### src/sv/ffsa_pkg.sv
package ffsa_pkg;

   localparam int MAX_SEGMENTS_DEFAULT = 32;
   localparam int SIZE_W   = 21;
   localparam int OFFSET_W = 20;
   localparam int STATUS_W = 3;
   localparam logic [SIZE_W-1:0] POOL_MAX   = 21'd1048576;
   localparam logic [SIZE_W-1:0] POOL_RESET = 21'd16384;

   typedef enum logic [STATUS_W-1:0] {
      ST_OK      = 3'd0,
      ST_FULL    = 3'd1,
      ST_NOFIT   = 3'd2,
      ST_TABLE   = 3'd3,
      ST_BADFREE = 3'd4
   } status_type;

   typedef enum logic [2:0] {
      S_IDLE,
      S_SCAN,
      S_SHIFT,
      S_DONE
   } state_type;

   typedef struct packed {
      logic                req_type;
      logic [SIZE_W-1:0]   req_size;
      logic [OFFSET_W-1:0] block_offset;
   } req_type_type;

   typedef struct packed {
      logic [STATUS_W-1:0] status;
      logic [OFFSET_W-1:0] grant_offset;
      logic [SIZE_W-1:0]   used_units;
   } rsp_type;

   // one table entry
   typedef struct packed {
      logic              free;
      logic [SIZE_W-1:0] size;
   } seg_type;

   // command fields for the cell row; the cells themselves take rot and load
   typedef struct packed {
      logic init;      // load one free segment of init_size
      logic rotate;    // every cell takes its upstream neighbour
      logic ins;       // insert split at cell 0 (head)
      logic merge;     // head absorbs the next segment
      logic set_used;  // head marked allocated
      logic set_free;  // head marked free
      logic trim;      // head size := trim_size
   } cell_ctrl_type;

endpackage

### src/sv/first_fit_segment_allocator.sv
// First-fit segment allocator. The segment table is a ring of MAX_SEGMENTS
// cells with the entry under inspection at the head (cell 0). Each request
// walks the ring one full lap, so the head visits every entry in address order.
// An allocate takes the first free segment that fits and splits it at the
// head when that segment is larger. A free marks the head and folds any free
// neighbour into it. rsp_valid is registered from S_DONE, which follows the
// lap; a successful free holds the lap while it marks the segment and while it
// folds in each free neighbour. busy stays high until the result is shown. The
// result is shown for exactly one cycle, and the receiver cannot stall it. The
// next request can be accepted on the edge that ends that cycle. Reset and a
// pool_size write both leave one free segment covering the pool. After reset,
// busy is high for one cycle while that segment is loaded.
// Write pool_size only while busy is low.
module first_fit_segment_allocator #(
   parameter int MAX_SEGMENTS = ffsa_pkg::MAX_SEGMENTS_DEFAULT
) (
   input  logic                         clock,
   input  logic                         reset,
   input  logic                         start,
   output logic                         busy,
   input  ffsa_pkg::req_type_type       req_data,
   output logic                         rsp_valid,
   output ffsa_pkg::rsp_type            rsp_data,
   input  logic                         csr_we,
   input  logic [ffsa_pkg::SIZE_W-1:0]  csr_wdata
);
   import ffsa_pkg::*;

   localparam int IW = $clog2(MAX_SEGMENTS + 1);

   state_type state_ff, state_in;
   seg_type   seg [MAX_SEGMENTS];
   seg_type   load_seg [MAX_SEGMENTS];
   logic      load [MAX_SEGMENTS];
   logic      rot;
   logic      accept;

   logic [SIZE_W-1:0] pool_ff, pool_in;
   logic [SIZE_W-1:0] used_ff, used_in;
   logic [IW-1:0]     count_ff, count_in;
   logic [IW-1:0]     step_ff, step_in;    // ring position of head
   logic [SIZE_W-1:0] addr_ff, addr_in;    // running start offset
   logic              done_ff, done_in;    // operation already applied
   status_type        st_ff, st_in;
   logic [OFFSET_W-1:0] grant_ff, grant_in;
   req_type_type      req_ff;
   logic              rsp_valid_ff;
   logic              init_pend_ff;
   logic [IW-1:0]     unvisited;           // entries from the head up, not yet passed

   // head = cell 0, next = cell 1; rotate moves cell k+1 into cell k
   // so the head always walks forward through the address order
   logic [SIZE_W-1:0] wdata_clip;
   logic [SIZE_W:0]   sum_used;

   always_comb begin
      wdata_clip = csr_wdata;
      if (csr_wdata == '0) wdata_clip = SIZE_W'(1);
      else if (csr_wdata > POOL_MAX) wdata_clip = POOL_MAX;
   end

   assign sum_used = {1'b0, used_ff} + {1'b0, req_ff.req_size};
   assign accept = start && !busy;

   genvar g;
   generate
      for (g = 0; g < MAX_SEGMENTS; g++) begin : g_cell
         ffsa_cell u_cell (
            .clock    (clock),
            .reset    (reset),
            .rot      (rot),
            .up_seg   (seg[(g + 1) % MAX_SEGMENTS]),
            .load     (load[g]),
            .load_seg (load_seg[g]),
            .seg      (seg[g])
         );
      end
   endgenerate

   logic active_head;
   assign active_head = step_ff < count_ff;
   assign unvisited = count_ff - step_ff;

   // The scan stage applies at most one edit per cycle, always at the head.
   // Passed entries sit at the tail end of the ring, the last one in the top
   // cell; a split or a fold moves only the passed entries or only the
   // entries still ahead, and the empty slots between them absorb the change.
   logic ins_now;

   always_comb begin
      for (int k = 0; k < MAX_SEGMENTS; k++) begin
         load[k] = 1'b0;
         load_seg[k] = seg[(k + 1) % MAX_SEGMENTS];
      end
      rot = 1'b0;
      ins_now = 1'b0;
      used_in = used_ff;
      count_in = count_ff;
      step_in = step_ff;
      addr_in = addr_ff;
      done_in = done_ff;
      st_in = st_ff;
      grant_in = grant_ff;
      pool_in = pool_ff;

      case (state_ff)
         S_IDLE: begin
            step_in = '0;
            addr_in = '0;
            done_in = 1'b0;
            grant_in = '0;
            if (accept) begin
               if (req_data.req_type == 1'b0) begin
                  if ({1'b0, used_ff} + {1'b0, req_data.req_size} > {1'b0, pool_ff}) begin
                     st_in = ST_FULL; done_in = 1'b1;
                  end else if (req_data.req_size == '0) begin
                     st_in = ST_NOFIT; done_in = 1'b1;
                  end else begin
                     st_in = ST_NOFIT;
                  end
               end else begin
                  st_in = ST_BADFREE;
               end
            end
         end
         S_SCAN: begin
            rot = 1'b1;
            step_in = step_ff + IW'(1);
            if (active_head) addr_in = addr_ff + seg[0].size;
            if (!done_ff && active_head) begin
               if (req_ff.req_type == 1'b0) begin
                  if (seg[0].free && seg[0].size >= req_ff.req_size) begin
                     done_in = 1'b1;
                     if (seg[0].size > req_ff.req_size) begin
                        if (count_ff >= IW'(MAX_SEGMENTS)) begin
                           st_in = ST_TABLE;
                        end else begin
                           ins_now = 1'b1;
                           st_in = ST_OK;
                           grant_in = addr_ff[OFFSET_W-1:0];
                           used_in = sum_used[SIZE_W-1:0];
                           count_in = count_ff + IW'(1);
                        end
                     end else begin
                        st_in = ST_OK;
                        grant_in = addr_ff[OFFSET_W-1:0];
                        used_in = sum_used[SIZE_W-1:0];
                        load[MAX_SEGMENTS-1] = 1'b1;
                        load_seg[MAX_SEGMENTS-1] = '{free: 1'b0, size: seg[0].size};
                     end
                  end
               end else begin
                  if (addr_ff == {1'b0, req_ff.block_offset}) begin
                     done_in = 1'b1;
                     if (!seg[0].free) begin
                        st_in = ST_OK;
                        used_in = (used_ff >= req_ff.req_size) ?
                                  used_ff - req_ff.req_size : '0;
                        // mark in place so the head still meets both neighbours
                        rot = 1'b0;
                        load[0] = 1'b1;
                        load_seg[0] = '{free: 1'b1, size: seg[0].size};
                        addr_in = addr_ff;
                        step_in = step_ff;
                     end
                  end else if (addr_ff > {1'b0, req_ff.block_offset}) begin
                     done_in = 1'b1;
                  end
               end
            end
            // split: allocated part joins the passed entries, remainder stays at head
            if (ins_now) begin
               rot = 1'b0;
               load[0] = 1'b1;
               load_seg[0] = '{free: 1'b1, size: seg[0].size - req_ff.req_size};
               // passed entries and empty slots move down one to make room
               for (int k = 1; k < MAX_SEGMENTS - 1; k++) begin
                  load[k] = (IW'(k) >= unvisited);
               end
               load[MAX_SEGMENTS-1] = 1'b1;
               load_seg[MAX_SEGMENTS-1] = '{free: 1'b0, size: req_ff.req_size};
               addr_in = addr_ff + req_ff.req_size;
               step_in = step_ff + IW'(1);
            end
            // after a free, fold a free head into the free entry just passed
            if (done_ff && req_ff.req_type && st_ff == ST_OK && active_head
                && step_ff != '0 && seg[0].free && seg[MAX_SEGMENTS-1].free) begin
               rot = 1'b0;
               for (int k = 0; k < MAX_SEGMENTS - 1; k++) begin
                  load[k] = (IW'(k) < unvisited);
                  load_seg[k] = (IW'(k + 1) < unvisited) ? seg[k + 1] : '0;
               end
               load[MAX_SEGMENTS-1] = 1'b1;
               load_seg[MAX_SEGMENTS-1] = '{free: 1'b1,
                                           size: seg[MAX_SEGMENTS-1].size + seg[0].size};
               count_in = count_ff - IW'(1);
               step_in = step_ff;
            end
         end
         default: ;
      endcase

      // reset loads the default pool through the same path as a csr write
      if (csr_we || init_pend_ff) begin
         pool_in = csr_we ? wdata_clip : pool_ff;
         used_in = '0;
         count_in = IW'(1);
         for (int k = 0; k < MAX_SEGMENTS; k++) begin
            load[k] = 1'b1;
            load_seg[k] = '0;
         end
         load_seg[0] = '{free: 1'b1, size: pool_in};
      end
   end

   always_comb begin
      state_in = state_ff;
      case (state_ff)
         S_IDLE:  if (accept) state_in = S_SCAN;
         S_SCAN:  if (step_in == IW'(MAX_SEGMENTS)) state_in = S_DONE;
         S_DONE:  state_in = S_IDLE;
         default: state_in = S_IDLE;
      endcase
   end

   always_ff @(posedge clock) begin
      if (reset) begin
         state_ff <= S_IDLE;
         pool_ff <= POOL_RESET;
         used_ff <= '0;
         count_ff <= IW'(1);
         step_ff <= '0;
         addr_ff <= '0;
         done_ff <= 1'b0;
         st_ff <= ST_OK;
         grant_ff <= '0;
         rsp_valid_ff <= 1'b0;
         init_pend_ff <= 1'b1;
      end else begin
         state_ff <= init_pend_ff ? S_IDLE : state_in;
         pool_ff <= pool_in;
         used_ff <= used_in;
         count_ff <= count_in;
         step_ff <= step_in;
         addr_ff <= addr_in;
         done_ff <= done_in;
         st_ff <= st_in;
         grant_ff <= grant_in;
         rsp_valid_ff <= (state_ff == S_DONE);
         init_pend_ff <= 1'b0;
      end
      if (accept) req_ff <= req_data;
   end

   assign busy = (state_ff != S_IDLE) || init_pend_ff;
   assign rsp_valid = rsp_valid_ff;
   assign rsp_data.status = st_ff;
   assign rsp_data.grant_offset = (st_ff == ST_OK && !req_ff.req_type) ? grant_ff : '0;
   assign rsp_data.used_units = used_ff;

   a_busy_scan: assert property (@(posedge clock) disable iff (reset)
      (state_ff == S_SCAN) |-> busy) else $error("busy low during scan");
   a_rsp_once: assert property (@(posedge clock) disable iff (reset)
      rsp_valid |=> !rsp_valid) else $error("double response");
   a_count: assert property (@(posedge clock) disable iff (reset)
      count_ff != '0 && count_ff <= IW'(MAX_SEGMENTS)) else $error("count range");
   a_used: assert property (@(posedge clock) disable iff (reset)
      used_ff <= pool_ff || init_pend_ff) else $error("used over pool");
   a_rsp_idle: assert property (@(posedge clock) disable iff (reset)
      rsp_valid |-> !busy) else $error("busy while showing a result");
endmodule

### src/sv/ffsa_cell.sv
// One table slot. The row forms a ring; rotating brings every segment past the head.
module ffsa_cell (
   input  logic                 clock,
   input  logic                 reset,
   input  logic                 rot,
   input  ffsa_pkg::seg_type    up_seg,
   input  logic                 load,
   input  ffsa_pkg::seg_type    load_seg,
   output ffsa_pkg::seg_type    seg
);
   import ffsa_pkg::*;

   seg_type seg_ff, seg_in;

   always_comb begin
      seg_in = seg_ff;
      if (load) begin
         seg_in = load_seg;
      end else if (rot) begin
         seg_in = up_seg;
      end
   end

   always_ff @(posedge clock) begin
      if (reset) begin
         seg_ff <= '0;
      end else begin
         seg_ff <= seg_in;
      end
   end

   assign seg = seg_ff;
endmodule
### config.mk
export PLATFORM = sky130hd
export DESIGN_NAME = first_fit_segment_allocator
export DESIGN_NICKNAME = d
export VERILOG_FILES = /design/src/sv/ffsa_pkg.sv /design/src/sv/first_fit_segment_allocator.sv /design/src/sv/ffsa_cell.sv
export SDC_FILE = /design/constraint.sdc
export NUM_CORES = 2
export LEC_CHECK = 0
export BUFFER_PORTS_ARGS = -buffer_cell sky130_fd_sc_hd__buf_2
export CAP_MARGIN = 10
export CORE_ASPECT_RATIO = 2
export CORE_MARGIN = 3
export CORE_UTILIZATION = 24
export DETAILED_ROUTE_END_ITERATION = 10
export HOLD_SLACK_MARGIN = 0.15
export PLACE_DENSITY = 0.4
export SLEW_MARGIN = 40
export SYNTH_ARGS = -nofsm -noshare
export SYNTH_HDL_FRONTEND = slang
export SYNTH_HIERARCHICAL = 1
export SYNTH_SLANG_ARGS = --single-unit
### constraint.sdc
create_clock -name clock -period 10.2 [get_ports clock]
set_input_delay 1.02 -clock clock [delete_from_list [all_inputs] [get_ports clock]]
set_output_delay 1.02 -clock clock [all_outputs]
set_load 0.05 [all_outputs]
# Yosys cells after proc, flatten, opt, wreduce, memory -nomap -nowiden
# Index checks and enable logic that the tools add are counted.
[op_classes]
addsub = 11
n_lt_le_gt_ge = 70
n_eq_ne = 21
mux = 195
reduce_logical = 68
[op_table]
columns = ["cell", "n"]
rows = [
  ["two-way mux 22 bit", 105],
  ["two-way mux 704 bit", 3],
  ["two-way mux 21 bit", 16],
  ["two-way mux 32 bit", 4],
  ["two-way mux 20 bit", 6],
  ["< comparator 5 x 6 -> 1 bit, first input constant", 16],
  [">= comparator 5 x 6 -> 1 bit, first input constant", 15],
  ["adder 21 bit", 4],
  ["nonzero test 2 bit", 37],
  ["two-way mux 6 bit", 12],
  [">= comparator 4 x 6 -> 1 bit, first input constant", 8],
  ["< comparator 4 x 6 -> 1 bit, first input constant", 8],
  [">= comparator 21 bit", 2],
  ["logical NOT 21 bit", 2],
  ["one-hot mux 21 bit (2 select lines)", 1],
  ["subtractor 21 bit", 2],
  ["one-hot mux 20 bit (2 select lines)", 1],
  ["two-way mux 1 bit", 31],
  ["two-way mux 3 bit", 10],
  [">= comparator 3 x 6 -> 1 bit, first input constant", 4],
  ["< comparator 3 x 6 -> 1 bit, first input constant", 4],
  ["adder 21 x 21 -> 22 bit", 1],
  ["> comparator 22 x 21 -> 1 bit", 1],
  ["== test 21 x 20 -> 1 bit", 1],
  ["36 further kinds", 71],
]
[totals]
ff_bits = 850
output_inout_bits = 46
wordCells = 443

# Logic depth before layout (Yosys ltp)
[depth]
depth_word = 13
ltp_mapped = 22
depth_no_buf = 21

# Modules after synthesis
# The synthesis kept the hierarchy.
[modules_own_cells]
columns = ["module", "instances", "cells_each", "area_each_um2", "seq_area_each_um2"]
rows = [
  ["ffsa_cell", 32, 98, 1041.0, 440.4],
  ["first_fit_segment_allocator", 1, 2692, 19442.4, 3323.2],
]

# Worst setup path after synthesis
# OpenSTA, ideal clock, no wires.
[synth_timing]
kind = "register -> register"
start = "reg req_ff[21] (netlist name)"
end = "reg g_cell[31].u_cell.seg_ff, in the netlist g_cell[31].u_cell/seg[1]"
setup_ps = 138
arrival_ps = 4893
path_slack_ps = 5169
stages_incl_launch_ff = 15
synth_period_minus_slack_ps = 5031
cell_sequence = "edfxtp_1 inv_1 ha_1 nor2b_1 o31a_1 o221ai_1 a21boi_4 o21ai_2 clkbuf_1 nand2_1 nor2_1 buf_6 buf_12 mux2i_1 a211oi_1"
[synth_via]
word_cells_on_any_way = 28
cone_classes = "order compare: 2; mux: 24; reduce/logical: 2"
[synth_lines]
columns = ["element", "line", "source"]
rows = [
  ["start, declared", "first_fit_segment_allocator.sv:46", "req_type_type req_ff;"],
  ["start signal, assigned", "first_fit_segment_allocator.sv:252", "if (accept) req_ff <= req_data;"],
  ["> comparator 21 bit or >= comparator 21 bit (tied branches)", "first_fit_segment_allocator.sv:134, first_fit_segment_allocator.sv:132", ""],
  ["two-way mux 1 bit or logical AND 1 bit (tied branches)", "first_fit_segment_allocator.sv:134, first_fit_segment_allocator.sv:132", ""],
  ["two-way mux 1 bit *", "first_fit_segment_allocator.sv:132", "if (seg[0].free && seg[0].size >= req_ff.req_size) begin"],
  ["two-way mux 1 bit *", "first_fit_segment_allocator.sv:131", "if (req_ff.req_type == 1'b0) begin"],
  ["two-way mux 1 bit *", "first_fit_segment_allocator.sv:130", "if (!done_ff && active_head) begin"],
  ["two-way mux 1 bit *", "first_fit_segment_allocator.sv:106", "case (state_ff)"],
  ["two-way mux 1 bit *", "first_fit_segment_allocator.sv:172", "if (ins_now) begin"],
  ["two-way mux 1 bit *", "first_fit_segment_allocator.sv:186", "if (done_ff && req_ff.req_type && st_ff == ST_OK && active_head"],
  ["two-way mux 1 bit *", "first_fit_segment_allocator.sv:106", ""],
  ["via rot", "first_fit_segment_allocator.sv:35", "logic rot;"],
  ["nonzero test 2 bit (no source line) *", "n/a", ""],
  ["end signal, assigned", "ffsa_cell.sv:28", "seg_ff <= seg_in;"],
  ["end, declared", "ffsa_cell.sv:13", "seg_type seg_ff, seg_in;"],
]
# Mark *: on every way through the listed nets, which the timed path passes. The rest lies on a longest branch. The select of a mux whose other input is x is not followed.
# A chain may end at the register's enable or synchronous reset.

# Worst setup path after layout
[layout_timing]
start = "reg req_ff[21] (netlist name)"
end = "reg addr_ff[20]"
[layout_via]
elab_chain_len = 8
word_cells_on_any_way = 13
cone_classes = "add/sub: 1; order compare: 2; eq/ne: 1; mux: 7; reduce/logical: 2"
[layout_rtl]
columns = ["element", "line", "source"]
rows = [
  ["> comparator 21 bit or >= comparator 21 bit (tied branches)", "first_fit_segment_allocator.sv:134, first_fit_segment_allocator.sv:132", ""],
  ["two-way mux 1 bit or logical AND 1 bit (tied branches)", "first_fit_segment_allocator.sv:134, first_fit_segment_allocator.sv:132", ""],
  ["two-way mux 1 bit", "first_fit_segment_allocator.sv:132", ""],
  ["two-way mux 1 bit", "first_fit_segment_allocator.sv:131", ""],
  ["two-way mux 1 bit", "first_fit_segment_allocator.sv:130", ""],
  ["two-way mux 1 bit", "first_fit_segment_allocator.sv:106", ""],
  ["!= test 6 x 5 -> 1 bit (no source line) or two-way mux 21 bit (tied branches)", "n/a", ""],
  ["AND reduction 2 bit (no source line) or one-hot mux 21 bit (2 select lines) (tied branches)", "n/a", ""],
  ["end signal, assigned", "first_fit_segment_allocator.sv:245", "addr_ff <= addr_in;"],
  ["end, declared", "first_fit_segment_allocator.sv:42", "logic [SIZE_W-1:0] addr_ff, addr_in;"],
]
# Parallel ways exist; a longest one is shown, timed or not. The select of a mux whose other input is x is not followed.

==> impl_metrics.csv <==
group,metric,value,unit
placement,hpwl,126000,um
critical_path,path_delay_family,"compound AO/OA/AOI/OAI gates",
critical_path,path_buf_inv,2,
detailed_routing,wl_per_cell,20.5,um
synth,yosysTopAreaCellShare,0.306,
placement,dpl_cell_area,55000,um^2
cells_and_area,syn2layout_area_growth,10.0,%
detailed_routing,drt_first_pass_iters,5,
synth,yosysUniqueCellTypes,86,
grt,grt_usage,0.153,
placement,portBuffers,112,
clocking,clockRootBuffer,"clkbuf_16",
detailed_routing,drt-total-wl,176000,um
detailed_routing,drtIter0Drc,1878,
timing,fmax,0.175,GHz
grt,grt_pass1_wl,271000,um
critical_path,end_kind,"register",
timing,finalClockSkew,0.0285,ns
timing,rsz0062_at_grt,"false",
synth,syn_area,52800,um^2
grt,antenna_found_initial,4,
critical_path,crit_path_max_incr_delay,0.49,ns
floorplanning,die_area,226000,um^2
power,ir_worst_vdd,152,uV
floorplanning,coreArea,218000,um^2
timing,period_share,0.560,
critical_path,worst-setup-path-type,"reg -> reg",
worst_hold_path,holdCritPathClass,"reg -> reg",
floorplanning,start_util,0.242,
synth,synth_ff_type,"dfxtp_1",
critical_path,slowest_stage,"edfxtp_1",
cells_and_area,final_area,58000,um^2
synth,ys_ff_latch,849,
timing,slew_violations,0,
critical_path,worstPathRequired,10.76,ns
synth,synth.area.top_cells,"dfxtp_1, mux2i_1, a211oi_1",
power,p_per_area,139,nW/um^2
timing,period_minus_slack,5.71,ns
critical_path,path_cells,"inv_1, ha_1, nor2b_1, o31a_1, o221ai_1, a21boi_4, o21ai_4, buf_4, nand2_1, o21ai_1, ha_1, a21o_1, a21o_1, a21o_1, a21oi_1, o211ai_1, a31o_2, a31oi_1, xnor2_1, o21ai_0",
clocking,cts_buffers,87,
critical_path,crit_path_start_kind,"register",
timing,max_slew_margin,0.422,
cells_and_area,drive_gt1_frac,0.0758,
detailed_routing,avgViaCountPerCell,4.84,
grt,grt_max_degree,112,
timing,finalHoldViolCount,0,
synth,synth_edf_count,42,
clocking,htreeDepth,3,
detailed_routing,postRouteAntennaNets,0,
detailed_routing,vias,41400,
clocking,cts_max_path_buffers,3,
clocking,clkSinkCount,849,
synth,avgSynthCellArea,9.05,um^2
clocking,cts_tree,"yes",
synth,synth_fp_nets,6081,
floorplanning,boundaryPins,113,
clocking,clock_latency,0.68,ns
clocking,ctsResizeCount,0,
run_status,outcome,"finished clean",
timing,setup_tns,0,ns
timing,tightest_slew,0.867,ns
clocking,postCtsSetupBuffers,0,
synth,yosys.area.top_type,"dfxtp_1",
detailed_routing,drc,0,
clocking,path_clk_slew,0.06,ns
floorplanning,rows,242,
critical_path,arrival,6.27,ns
power,p_leak,20.0,nW
synth,syn_inst,5828,
grt,grt_pass1_vias,42200,
floorplanning,dieHeight,669,um
floorplanning,die_w,338,um
critical_path,worst-path-max-fanout,31,
synth,async_flop_share,0,
clocking,cts_hold_buf,0,
timing,hold_slack,0.459,ns
placement,gp_congestion,0.922,
critical_path,path_common_cell,"a21o_1",
grt,grt_remaining_overflow,0,
synth,seq_area_frac_synth,0.330,
synth,yosysWarnings,6,
run,drv_cap,0,
cells_and_area,layout.nets,5944,
timing,setup_viol,0,
logic make-up after synthesis:
kind of cell             Yosys count  share of synthesized area
AO/OA/AOI/OAI                   1371                      0.182
XOR/XNOR                         106                     0.0176
adder cells (fa/ha/maj)          187                     0.0454
buffers and inverters            601                     0.0678
flip-flops                       849                      0.330
multiplexers                     729                      0.139
AND/OR/NAND/NOR                 1985                      0.218
stage by stage:
step | util | std cells | setup WS (ns) | total power [mW]
3_3_place_gp | 0.252 | 8403 | 4.32 | 4.70
2_1_floorplan | - | 5828 | 5.17 | 4.38
5_1_grt | 0.266 | 8570 | 4.12 | 8.46
4_1_cts | 0.266 | 8568 | 4.46 | 8.27
6_report | 0.266 | 8570 | 4.49 | 8.10
3_5_place_dp | 0.252 | 8407 | 4.48 | 4.73
layout by cell type, fill, tap and decap left out, types with 75 or more instances in the layout:
master,n
a211oi_1,731
nor2_1,187
nor2b_1,724
buf_2,111
and2_1,693
a21oi_1,193
xnor2_1,75
ha_1,178
clkbuf_16,90
mux2i_1,722
nand2_1,152
buf_4,99
inv_1,125
dfxtp_1,807
worst paths after layout:
check                     startpoint                        to  slack [ns]  cells past startpoint
min reg2reg  pool_ff[1]$_SDFFE_PP0N_   pool_ff[1]$_SDFFE_PP0N_        0.46                      2
min          pool_ff[1]$_SDFFE_PP0N_   pool_ff[1]$_SDFFE_PP0N_        0.46                      2
max             req_ff[21]$_DFFE_PP_  addr_ff[20]$_SDFFE_PP0P_        4.49                     20
max reg2reg     req_ff[21]$_DFFE_PP_  addr_ff[20]$_SDFFE_PP0P_        4.49                     20
per-layer routing:
| layer | vias up | global-route usage | share of wire |
|---|---|---|---|
| met5 | - | 0 | 0.00013 |
| met4 | 4 | 0.0836 | 0.062 |
| met3 | 300 | 0.0136 | 0.022 |
| met2 | 622 | 0.299 | 0.54 |
| met1 | 20000 | 0.156 | 0.37 |
| li1 | 20500 | - | - |
Yosys cell counts (all sizes together) (43+ instances only):
library cell / count
mux2i: 722
a21o: 55
nand3: 43
dfxtp: 807
o21ai: 123
ha: 178
a22oi: 48
xnor2: 75
nand2: 155
a21oi: 210
inv: 149
nor2: 198
a211oi: 731
clkbuf: 329
and2: 695
buf: 121
nor2b: 724
report_power, final:
part | total, mW | switching, mW | internal, mW
sequential | 3.62 | 0.133 | 3.49
clock | 3.45 | 1.54 | 1.92
combinational | 1.02 | 0.634 | 0.388
layout make-up:
cell class                      count  area [um^2]
Antenna cell                        1         2.50
Clock buffer                      131         2590
Clock inverter                     30          369
Fill cell                       23300       160000
Inverter                          151          567
Multi-Input combinational cell   4378        32000
Sequential cell                   849        17400
Tap cell                         2806         3510
Timing Repair Buffer              224         1570
state kept, by name, summed over array words and instances, names as in the netlist:
name,flops
init_pend_ff,1
used_ff,21
count_ff,6
pool_ff,21
done_ff,1
grant_ff,20
state_ff,2
rsp_valid,1
addr_ff,21
step_ff,6
st_ff,3
req_ff,42
g_cell.u_cell/seg,704
worst register-to-register path, cell delays in order, from the launching register on:
cell	delay, ns
edfxtp_1	0.49
inv_1	0.36
ha_1	0.33
nor2b_1	0.15
o31a_1	0.28
o221ai_1	0.36
a21boi_4	0.16
o21ai_4	0.44
buf_4	0.49
nand2_1	0.10
o21ai_1	0.34
ha_1	0.39
a21o_1	0.19
a21o_1	0.18
a21o_1	0.19
a21oi_1	0.27
o211ai_1	0.16
a31o_2	0.29
a31oi_1	0.21
xnor2_1	0.14
o21ai_0	0.08
Power figures use the tool's default switching activity.
